### config.mk
export PLATFORM = sky130hd
export DESIGN_NAME = cgsu_ctrl
export DESIGN_NICKNAME = d
export VERILOG_FILES = /design/src/cgsu_pkg.sv /design/src/cgsu_ctrl.sv
export SDC_FILE = /design/constraint.sdc
export NUM_CORES = 1
export LEC_CHECK = 0
export BUFFER_PORTS_ARGS = -buffer_cell sky130_fd_sc_hd__buf_2
export CAP_MARGIN = 30
export CORE_MARGIN = 2
export CORE_UTILIZATION = 40
export CTS_CLUSTER_SIZE = 12
export DETAILED_ROUTE_END_ITERATION = 6
export PLACE_DENSITY = 0.67
export SLEW_MARGIN = 20
export SYNTH_ARGS = -nofsm -noshare
export SYNTH_HDL_FRONTEND = slang
export SYNTH_SLANG_ARGS = --single-unit
### constraint.sdc
create_clock -name i_clk -period 1.8 [get_ports i_clk]
set_input_delay 0.36 -clock i_clk [delete_from_list [all_inputs] [get_ports i_clk]]
set_output_delay 0.36 -clock i_clk [all_outputs]
set_load 0.1 [all_outputs]
### src/cgsu_pkg.sv
// Shared types, constants and tables of the coupled Glauber spin update unit.
// No dependencies; the controller, datapath, top level and testbench import it.
package cgsu_pkg;

    localparam int MAX_VERTICES = 1024;
    localparam int ADDR_W       = $clog2(MAX_VERTICES);
    localparam int NUM_W        = 11;
    localparam int VTX_W        = 10;
    localparam int WORD_W       = 32;
    localparam int STEP_W       = 48;
    localparam int SDATA_W      = 48;
    localparam int MDATA_W      = 88;
    localparam int PADDR_W      = 3;

    localparam logic [32:0]      ONE_Q32      = 33'h1_0000_0000;
    localparam logic [3:0]       TAYLOR_TERMS = 4'd14;
    localparam logic [ADDR_W-1:0] DIV_LAST_BIT = ADDR_W'(31);
    localparam logic [ADDR_W-1:0] SWEEP_LAST   = ADDR_W'(MAX_VERTICES - 1);
    localparam logic [NUM_W-1:0] N_MIN        = NUM_W'(2);
    localparam logic [NUM_W-1:0] N_MAX        = NUM_W'(MAX_VERTICES);

    localparam logic [NUM_W-1:0] RST_NUM_VERTICES = NUM_W'(1024);
    localparam logic [31:0]      RST_COUPLING     = 32'd16384;

    // register index, from paddr[2]
    localparam logic REG_NUM_VERTICES = 1'b0;
    localparam logic REG_COUPLING     = 1'b1;

    localparam logic OP_STEP    = 1'b0;
    localparam logic OP_RESTART = 1'b1;

    typedef enum logic [4:0] {
        ST_CLEAR, ST_HSET, ST_H1, ST_H2, ST_H3, ST_ESQ, ST_IDLE, ST_RD, ST_SPIN,
        ST_MAG, ST_ESET, ST_KMUL, ST_DSET, ST_DIV, ST_PROB, ST_UPD, ST_DONE
    } t_state;

    typedef enum logic [4:0] {
        C_NOP, C_CLR, C_HSET, C_HMUL, C_HREC, C_HCOR, C_ESQ, C_LOAD, C_RD,
        C_SPIN, C_MAG, C_ESET, C_KMUL, C_DSET, C_DIV, C_PROB, C_UPD, C_OUT
    } t_cmd;

    typedef struct packed {
        t_cmd code;
        logic s_ready;
    } t_ctl;

    typedef struct packed {
        logic cnt_max;     // sweep at last entry
        logic cnt_one;     // last Horner term
        logic cnt_zero;    // last divider bit
        logic big;         // exponent argument >= 32, e = 0
        logic k_zero;      // no more exp(-1) factors
        logic in_bad;      // incoming vertex out of range
        logic in_restart;  // incoming item is a restart
        logic out_free;    // output register can load
        logic chain;       // 0 = upper chain, 1 = lower chain
    } t_sts;

    // floor(2^32 / j) for the Horner term divisors
    function automatic logic [32:0] recip(input logic [3:0] j);
        logic [32:0] m;
        case (j)
            4'd2:    m = 33'(ONE_Q32 / 2);
            4'd3:    m = 33'(ONE_Q32 / 3);
            4'd4:    m = 33'(ONE_Q32 / 4);
            4'd5:    m = 33'(ONE_Q32 / 5);
            4'd6:    m = 33'(ONE_Q32 / 6);
            4'd7:    m = 33'(ONE_Q32 / 7);
            4'd8:    m = 33'(ONE_Q32 / 8);
            4'd9:    m = 33'(ONE_Q32 / 9);
            4'd10:   m = 33'(ONE_Q32 / 10);
            4'd11:   m = 33'(ONE_Q32 / 11);
            4'd12:   m = 33'(ONE_Q32 / 12);
            4'd13:   m = 33'(ONE_Q32 / 13);
            4'd14:   m = 33'(ONE_Q32 / 14);
            default: m = ONE_Q32;
        endcase
        return m;
    endfunction

endpackage

### src/cgsu_ctrl.sv
// Controller state machine of the spin update unit.
// Depends on cgsu_pkg; drives cgsu_dp through t_ctl, reads t_sts.
module cgsu_ctrl import cgsu_pkg::*; (
    input  logic i_clk,
    input  logic i_rst_n,
    input  logic i_s_valid,
    input  t_sts i_sts,
    output t_ctl o_ctl
);
    t_state r_state, n_state;
    logic   r_init_done, n_init_done;

    always_ff @(posedge i_clk) begin
        if (!i_rst_n) begin
            r_state     <= ST_CLEAR;
            r_init_done <= 1'b0;
        end else begin
            r_state     <= n_state;
            r_init_done <= n_init_done;
        end
    end

    always_comb begin
        n_state     = r_state;
        n_init_done = r_init_done;
        unique case (r_state)
            ST_CLEAR: if (i_sts.cnt_max) begin
                n_state = r_init_done ? ST_DONE : ST_HSET;
            end
            ST_HSET: n_state = ST_H1;
            ST_H1:   n_state = ST_H2;
            ST_H2:   n_state = ST_H3;
            ST_H3: if (i_sts.cnt_one) begin
                n_state = r_init_done ? ST_KMUL : ST_ESQ;
            end else begin
                n_state = ST_H1;
            end
            ST_ESQ: begin
                n_state     = ST_IDLE;
                n_init_done = 1'b1;
            end
            ST_IDLE: if (i_s_valid) begin
                priority if (i_sts.in_restart) n_state = ST_CLEAR;
                else if (i_sts.in_bad)         n_state = ST_DONE;
                else                           n_state = ST_RD;
            end
            ST_RD:   n_state = ST_SPIN;
            ST_SPIN: n_state = ST_MAG;
            ST_MAG:  n_state = ST_ESET;
            ST_ESET: n_state = i_sts.big ? ST_DSET : ST_H1;
            ST_KMUL: if (i_sts.k_zero) begin
                n_state = ST_DSET;
            end
            ST_DSET: n_state = ST_DIV;
            ST_DIV: if (i_sts.cnt_zero) begin
                n_state = ST_PROB;
            end
            ST_PROB: n_state = i_sts.chain ? ST_UPD : ST_MAG;
            ST_UPD:  n_state = ST_DONE;
            ST_DONE: if (i_sts.out_free) begin
                n_state = ST_IDLE;
            end
            default: n_state = ST_CLEAR;
        endcase
    end

    always_comb begin
        o_ctl.code    = C_NOP;
        o_ctl.s_ready = 1'b0;
        unique case (r_state)
            ST_CLEAR: o_ctl.code = C_CLR;
            ST_HSET:  o_ctl.code = C_HSET;
            ST_H1:    o_ctl.code = C_HMUL;
            ST_H2:    o_ctl.code = C_HREC;
            ST_H3:    o_ctl.code = C_HCOR;
            ST_ESQ:   o_ctl.code = C_ESQ;
            ST_IDLE: begin
                o_ctl.s_ready = 1'b1;
                if (i_s_valid) begin
                    o_ctl.code = C_LOAD;
                end
            end
            ST_RD:    o_ctl.code = C_RD;
            ST_SPIN:  o_ctl.code = C_SPIN;
            ST_MAG:   o_ctl.code = C_MAG;
            ST_ESET:  o_ctl.code = C_ESET;
            ST_KMUL:  o_ctl.code = C_KMUL;
            ST_DSET:  o_ctl.code = C_DSET;
            ST_DIV:   o_ctl.code = C_DIV;
            ST_PROB:  o_ctl.code = C_PROB;
            ST_UPD:   o_ctl.code = C_UPD;
            ST_DONE: if (i_sts.out_free) begin
                o_ctl.code = C_OUT;
            end
            default:  o_ctl.code = C_NOP;
        endcase
    end
endmodule

==> flow_summary.yaml, run 1 <==
cells_and_area:
  multiInputGateArea_um2: 573
  diodes: 0
  regArea_um2: 131
  area_delta_synth_final_pct: 55.3
  drive_above_1_share_pct: 54.8
  final_core_util_pct: 64.1
  fillCellCount: 151
  final_cells: 132
  final_nets: 129
yosys:
  syn_nets: 98
  synth_edf_count: 0
  async_flop_share_pct: 0
  synth_area_leaders: "dfxtp_1 (17%), a21oi_1 (5.7%), buf_6 (4.8%)"
  yosysTopAreaCell: "dfxtp_1"
  ys_types: 48
  synth_area_um2: 697
  synth-main-ff-cell: "dfxtp_1"
  yosysMostFrequentCell: "a21oi_1"
  synth_top_area_share_pct: 17.2
  synth_cells: 86
  yosys-top-cells-count: "a21oi_1 (8), nand2_1 (7), dfxtp_1 (6), nor2_1 (6)"
  ys_ff_latch: 6
  yosysWarnings: 0
  synth-seq-area-share_pct: 17.2
  syn_area_per_cell_um2: 8.10
sta:
  fin_worst_skew_ns: 0.00695
  holdWs_ns: 0.442
  max-slew-margin-rel_pct: 74.2
  hold_viol: 0
  setup_viol: 1
  slew_viol_final: 0
  fin_crit_sh_pct: 101
  timing.fmax_ghz: 0.550
  grt_setup_unrepaired: "true"
  post-route-min-period_ns: 1.82
  worst_pin_slew_ns: 0.383
  setup_slack_ns: -0.0186
global_route:
  grt-ovfl-total: 0
  antenna_found_initial: 0
  grt_max_degree: 18
  grt_pass1_vias: 709
  grt_pass1_wl_um: 3100
  grt_usage_pct: 20.2
die:
  io-pin-count: 18
  die-height_um: 45.7
  start_util_pct: 41.3
  rows: 15
  die_area_mm2: 0.00209
  core_mm2: 0.00169
  die_x_um: 45.7
drt:
  route.met2.wl_um: 1050
  vias: 792
  final_antenna_net_count: 0
  drt-pass1-iter-count: 4
  routedWlPerCell_um: 15.1
  drc: 0
  wirelength_um: 2000
  via_per_inst: 6.00
  wl_met1_um: 839
  wl_met3_um: 104
  drt_iter0_drc: 17
  highest_layer: "met3"
outcome:
  outcome: "complete, but fails checks"
  violations: "setup timing"
clock_tree:
  cts_hold_buffers: 0
  cts_max_level: 1
  cts_tree: "yes"
  clk-insertion-delay-late_ns: 0.24
  root_buffer: "clkbuf_4"
  clk_pin_slew_ns: 0.05
  cts_buffers: 3
  cts_num_sinks: 6
  clk_path_buf_depth: 2
worst_setup_path:
  crit_end: "o_ctl[1]"
  end_kind: "output port"
  cp-start-kind: "flip-flop"
  worstSetupPathType: "flip-flop to output port"
  critPathLaunch: "r_state[3]"
  critPathMaxFanout: 11
  r2r-start: "r_state[2]"
  rrSetupSlack_ns: 0.15
  crit-reg2reg-capture: "r_state[2]"
  worstPathRequired_ns: 1.44
  r2r_cells: 7
  worstPathArrival_ns: 1.46
place:
  dp_cells: 122
  place_ws_ns: -0.0441
  portBuffers: 17
  gp_congestion: 0.898
  dp_hpwl_um: 1450
run:
  maxCapViolCount: 0
power_and_ir_drop:
  ir_drop_uv: 371
  p_leak_nw: 0.431
  power_uw: 716
  p_per_area_mw_per_mm2: 662
min_path:
  hp-class: "primary input to flip-flop"
[per-layer routing]
| metal | global-route usage (%) | up-vias |
|---|---|---|
| met2 | 34.6 | 31 |
| met4 | 4.00 | 0 |
| met5 | 0 | - |
| li1 | - | 385 |
| met3 | 2.38 | 0 |
| met1 | 27.2 | 376 |
[state kept, by name, summed over array words and instances (netlist names)]
name         flops
r_state          5
r_init_done      1
[logic make-up after synthesis]
kind of cell	synth area share [%]
AOI/OAI and AO/OA	36.1
xor gates and xnor gates	1.26
buffers and inverters	11.5
DFF	17.2
muxes	1.44
and+or+nand+nor	32.5
[final cells by class]
cell class	count	area share, %
multi-input cells	69	52.9
flip-flops and latches	6	12.1
clock buffers	3	2.08
repair buffers	34	29.8
well taps	17	1.97
inverters	3	1.04
[power by group]
part / switching (mW) / internal, mW
clock: 0.0455 / 0.0752
sequential: 0.0334 / 0.148
combinational: 0.242 / 0.172
[repair_timing]
action / CTS / global route
buffers inserted: 6 / 2
endpoints found under the setup margin: 6 / 5
pin swaps: 3 / 1
gates resized for setup: 15 / 6
hold endpoints to repair: 0 / 0
[critical path, cell delays in order (launching register included)]
cell and delay [ns]:
dfxtp_2 0.33, buf_8 0.15, nand3b_1 0.20, a221oi_4 0.32
buf_12 0.21
[stage by stage]
stage	area, um2	TNS [ns]
2_1_floorplan	772	-0.471
3_3_place_gp	958	-0.0107
3_5_place_dp	958	-0.0441
4_1_cts	1050	-0.0621
5_1_grt	1080	-0.133
6_report	1080	-0.0186
[how the worst min path moves through the flow]
stage	start	depth (start not counted)	slack, ns	endpoint
floorplan	i_rst_n	1	0.49	r_init_done
global placement	r_state[0]	2	0.56	r_state[0]
detailed placement	r_init_done	2	0.57	r_init_done
CTS	i_rst_n	2	0.44	r_state[0]
global route	i_rst_n	2	0.45	r_state[0]
finish	i_rst_n	2	0.44	r_state[0]
[cell usage in the layout (no fill, tap or decap), drive strengths merged, types with 2 or more instances in the layout]
| master | netlist | routed |
|---|---|---|
| a21boi | 2 | 2 |
| a21oi | 8 | 8 |
| a311oi | 2 | 2 |
| and2b | 2 | 2 |
| buf | 7 | 34 |
| clkbuf | 1 | 3 |
| dfxtp | 6 | 6 |
| inv | 3 | 3 |
| nand2 | 8 | 8 |
| nand3 | 3 | 3 |
| nor2 | 6 | 6 |
| nor2b | 2 | 2 |
| nor3b | 4 | 4 |
| o211ai | 3 | 3 |
| o21ai | 3 | 3 |
| o22ai | 3 | 3 |
| o31ai | 2 | 2 |
(Power assumes the default switching activity.)
==> run 2: changes to the inputs <==
==> constraint.sdc (replaced) <==
create_clock -name i_clk -period 2.1 [get_ports i_clk]
set_input_delay 0.42 -clock i_clk [delete_from_list [all_inputs] [get_ports i_clk]]
set_output_delay 0.42 -clock i_clk [all_outputs]
set_load 0.1 [all_outputs]
==> run 2 against run 1 <==
The run now ends clean. Non-clock buffer count down 11. Clock skew down 0.0048 ns. Total power down 23%. Critical path depth up 1. Clock power down 12%. Worst hold slack better by 0.050 ns. Combinational power down 24%. Sequential cell count unchanged. Design area down 16%. Die area unchanged. First-iteration DRC count down 18%. Critical endpoint unchanged. Highest routed layer is now met4.
==> flow_summary.yaml, run 2 (synthesis gave the netlist of run 1 again) <==
sta:
  setup_viol: 0
  fin_crit_sh_pct: 96.7
  slew_viol_final: 0
  max-slew-margin-rel_pct: 64.5
  post-route-min-period_ns: 2.03
  setup_slack_ns: 0.0690
  hold_viol: 0
  worst_pin_slew_ns: 0.532
  fin_worst_skew_ns: 0.00210
  timing.fmax_ghz: 0.492
  grt_setup_unrepaired: "false"
die:
  die_area_mm2: 0.00209
  io-pin-count: 18
  die_x_um: 45.7
  core_mm2: 0.00169
  rows: 15
  start_util_pct: 41.3
  die-height_um: 45.7
global_route:
  grt_pass1_wl_um: 3040
  antenna_found_initial: 0
  grt_pass1_vias: 686
  grt_usage_pct: 19.8
  grt_max_degree: 18
  grt-ovfl-total: 0
min_path:
  hp-class: "primary input to flip-flop"
  whs_path_depth: 2
drt:
  final_antenna_net_count: 0
  wirelength_um: 1880
  via_per_inst: 6.21
  drc: 0
  drt-pass1-iter-count: 4
  drt_iter0_drc: 14
  vias: 751
  routedWlPerCell_um: 15.5
cells_and_area:
  final_nets: 118
  final_cell_mix: "buf_2 (12), a21oi_1 (8), nand2_1 (7), dfxtp_1 (6)"
  drive_above_1_share_pct: 40.4
  final_cells: 121
  area_delta_synth_final_pct: 30.2
  final_common_cell: "buf_2"
  top_register: "r_state"
  diodes: 0
  largestRegisters: "r_state (5), r_init_done (1)"
  largest_register_ffs: 5
  fillCellCount: 177
worst_setup_path:
  worstPathArrival_ns: 1.61
  r2r_cells: 5
  critPathMaxFanout: 9
  worstPathRequired_ns: 1.68
  end_kind: "output port"
  cp-start-kind: "flip-flop"
  worstSetupPathType: "flip-flop to output port"
power_and_ir_drop:
  p_leak_nw: 0.351
  ir_drop_uv: 254
  p_per_area_mw_per_mm2: 611
place:
  gp_congestion: 0.898
  place_ws_ns: 0.167
  dp_hpwl_um: 1380
  portBuffers: 17
  dp_cells: 117
clock_tree:
  cts_buffers: 3
  clk_path_buf_depth: 2
  clk_pin_slew_ns: 0.04
  root_buffer: "clkbuf_4"
  cts_num_sinks: 6
  cts_max_level: 1
  cts_tree: "yes"
  clk-insertion-delay-late_ns: 0.25
run:
  maxCapViolCount: 0
outcome:
  outcome: "finished clean"
-- run 2: cell count changes in the layout (fill, tap and decap cells not counted), moves of 2 or more --
cell / before / now
buf_4: 15 / 5
buf_12: 7 / 5
dfxtp_2: 3 / 0
dfxtp_1: 1 / 6
dfxtp_4: 2 / 0
-- run 2: area by class of cell --
class / instances / area [um2] / share of cell area (%)
multi-input combinational: 69 / 523 / 57.7
timing repair buffer: 23 / 209 / 23.0
sequential: 6 / 120 / 13.2
clock buffer: 3 / 22.5 / 2.48
tap: 17 / 21.3 / 2.34
inverter: 3 / 11.3 / 1.24
-- run 2: power by group --
part,leakage [nW],switching (mW),internal [mW]
clock network,0.0138,0.0416,0.0646
logic,0.289,0.204,0.109
registers,0.0488,0.0114,0.123
-- run 2: repair_timing --
action	4_1_cts	5_1_grt
hold buffers	0	0
resized for setup	0	1
setup buffers	0	1
endpoints found under the setup margin	0	1
-- run 2: worst paths after layout --
path	slack, ns	from	end
max reg2reg	0.45	r_state[4]	r_state[1]
max	0.07	r_state[1]	o_ctl[1]
min	0.49	i_rst_n	r_state[0]
min reg2reg	0.54	r_state[0]	r_state[0]
-- run 2: worst max-delay path: stages, from the launching register on --
cell      delay (ns)
dfxtp_1         0.42
buf_4           0.22
inv_1           0.09
o31ai_1         0.30
a221oi_2        0.12
buf_12          0.21
-- run 2: per-stage QoR --
stage	setup TNS [ns]	util, %	hold slack [ns]	area (um2)	total power, mW
6_report	0	53.7	0.492	907	0.554
3_3_place_gp	0	51.7	0.536	873	0.444
4_1_cts	0	53.0	0.491	896	0.552
3_5_place_dp	0	51.7	0.540	873	0.445
5_1_grt	0	53.7	0.502	907	0.575
2_1_floorplan	-0.896	-	0.491	723	0.372
-- run 2: routing by layer --
layer  GRT usage (%)  wire (um)  vias to the layer above
li1                -          -                      364
met1            25.9        824                      353
met2            32.4        878                       26
met3            1.59         90                        8
met4            9.71         85                        0
met5               0          0                        -
==> run 3: changes to the inputs <==
--- a/config.mk
+++ b/config.mk
@@ -7,12 +7,13 @@
 export LEC_CHECK = 0
 export BUFFER_PORTS_ARGS = -buffer_cell sky130_fd_sc_hd__buf_2
 export CAP_MARGIN = 30
-export CORE_MARGIN = 2
-export CORE_UTILIZATION = 40
+export CORE_AREA = 2 2 39 41
 export CTS_CLUSTER_SIZE = 12
 export DETAILED_ROUTE_END_ITERATION = 6
-export PLACE_DENSITY = 0.67
+export DIE_AREA = 0 0 41 43
+export PLACE_DENSITY = 0.85
 export SLEW_MARGIN = 20
 export SYNTH_ARGS = -nofsm -noshare
 export SYNTH_HDL_FRONTEND = slang
 export SYNTH_SLANG_ARGS = --single-unit
+export TNS_END_PERCENT = 1
==> run 3 against run 2 <==
Critical path depth unchanged. Largest power group unchanged. Count of clock-buffer cells in the layout unchanged. Worst hold slack worse by 0.025 ns. Final cell count unchanged. Global-route usage up 6.9 points. Non-clock buffer count up 1. Total power up 4.1%. Clock skew up 0.012 ns. Clock power up 15%. Via count up 4.4%.
==> flow_summary.yaml, run 3 (synthesis gave the netlist of run 1 again) <==
die:
  io-pin-count: 18
  rows: 14
  start_util_pct: 50.4
  die_area_mm2: 0.00176
  die-height_um: 43
  core_mm2: 0.00138
  die_x_um: 41
run:
  maxCapViolCount: 0
sta:
  worst_pin_slew_ns: 0.454
  setup_viol: 0
  tns_ns: 0
  fin_crit_sh_pct: 96.5
  grt_setup_unrepaired: "false"
  hold_viol: 0
  timing.fmax_ghz: 0.494
  slew_viol_final: 0
  holdWs_ns: 0.467
  fin_worst_skew_ns: 0.0140
  post-route-min-period_ns: 2.03
  max-slew-margin-rel_pct: 69.7
cells_and_area:
  final_nets: 119
  final_cells: 121
  final_common_cell: "buf_2"
  largest_register_ffs: 5
  largestRegisters: "r_state (5), r_init_done (1)"
  top_register: "r_state"
  final_cell_mix: "buf_2 (11), a21oi_1 (8), buf_4 (8), nand2_1 (7), nor2_1 (6)"
  multiInputGateArea_um2: 513
  drive_above_1_share_pct: 41.0
  regArea_um2: 123
  diodes: 0
  fillCellCount: 119
  area_delta_synth_final_pct: 29.8
worst_setup_path:
  rrSetupSlack_ns: 0.38
  path_depth: 5
  critPathMaxFanout: 14
  cp_slowest_cell: "dfxtp_1"
  end_kind: "output port"
  crit_chain: "buf_4 > nand3_1 > xor2_1 > nor2_1 > buf_12"
  cp_top_family: "buffers and inverters"
  crit_path_max_incr_delay_ns: 0.43
  crit_buf_inv: 2
  r2r_cells: 6
  worstPathRequired_ns: 1.68
  crit-reg2reg-capture: "r_state[0]"
  r2r-start: "r_state[2]"
  worstPathArrival_ns: 1.61
  worstSetupPathType: "flip-flop to output port"
  cp-start-kind: "flip-flop"
global_route:
  grt-ovfl-total: 0
  grt_usage_pct: 26.6
  antenna_found_initial: 0
  grt_pass1_wl_um: 3130
  grt_max_degree: 15
  grt_pass1_vias: 700
clock_tree:
  cts_tree: "yes"
  clk_pin_slew_ns: 0.06
  clk_path_buf_depth: 2
  cts_hold_buffers: 0
  cts_num_sinks: 6
  cts_buffers: 3
  clk-insertion-delay-late_ns: 0.27
  cts_max_level: 1
  root_buffer: "clkbuf_4"
drt:
  wirelength_um: 2080
  via_per_inst: 6.48
  drt_iter0_drc: 68
  final_antenna_net_count: 0
  drc: 0
  drt-pass1-iter-count: 4
  routedWlPerCell_um: 17.2
  vias: 784
place:
  dp_hpwl_um: 1450
  gp_congestion: 0.920
  dp_cells: 117
  portBuffers: 17
min_path:
  whs_path_depth: 2
  hp-class: "primary input to flip-flop"
  hp-start: "i_rst_n"
  hold_end: "r_state[0]"
outcome:
  outcome: "finished clean"
power_and_ir_drop:
  p_leak_nw: 0.357
  ir_drop_uv: 345
  p_per_area_mw_per_mm2: 638
-- run 3: final cells by class --
cell class	count	area share, %
Sequential cell	6	13.6
Inverter	3	1.24
Tap cell	16	2.21
Multi-Input combinational cell	69	56.7
Timing Repair Buffer	24	23.8
Clock buffer	3	2.49
-- run 3: timing repair --
item                       in CTS  in global routing
gates resized for setup         2                  1
pin swaps                       0                  2
hold endpoints to repair        0                  0
setup endpoints to repair       2                  4
buffers inserted                0                  1
-- run 3: how the worst max path moves through the flow --
| stage | from | end | slack [ns] |
|---|---|---|---|
| after floorplan | r_state[0] | o_ctl[4] | -0.47 |
| after global placement | i_s_valid | o_ctl[2] | 0.22 |
| after detailed placement | i_s_valid | o_ctl[2] | 0.20 |
| after CTS | r_state[3] | o_ctl[0] | 0.04 |
| after global routing | r_state[2] | o_ctl[4] | 0.008 |
| final | r_state[2] | o_ctl[4] | 0.07 |
-- run 3: where the power goes --
group | total, mW | switching, mW | leakage [nW] | internal [mW]
combinational | 0.309 | 0.198 | 0.294 | 0.111
clock | 0.122 | 0.0566 | 0.0138 | 0.0657
sequential | 0.146 | 0.0225 | 0.0495 | 0.124
total | 0.577 | 0.277 | 0.357 | 0.300
-- run 3: through the flow --
| stage | total power [mW] | setup slack [ns] | area (um2) | utilization (%) |
|---|---|---|---|---|
| global placement | 0.440 | 0.222 | 870 | 62.8 |
| finish | 0.577 | 0.0742 | 905 | 65.4 |
| floorplan | 0.370 | -0.472 | 713 | - |
| global route | 0.600 | 0.00797 | 905 | 65.4 |
| detailed placement | 0.445 | 0.203 | 870 | 62.8 |
| CTS | 0.571 | 0.0424 | 896 | 64.7 |
-- run 3: per-layer routing --
layer / vias up / GRT usage [%] / wire length (um)
met2: 46 / 40.6 / 1080
met1: 366 / 32.3 / 779
met5: - / 0 / 0
li1: 365 / - / -
met3: 7 / 6.81 / 166
met4: 0 / 14.7 / 53
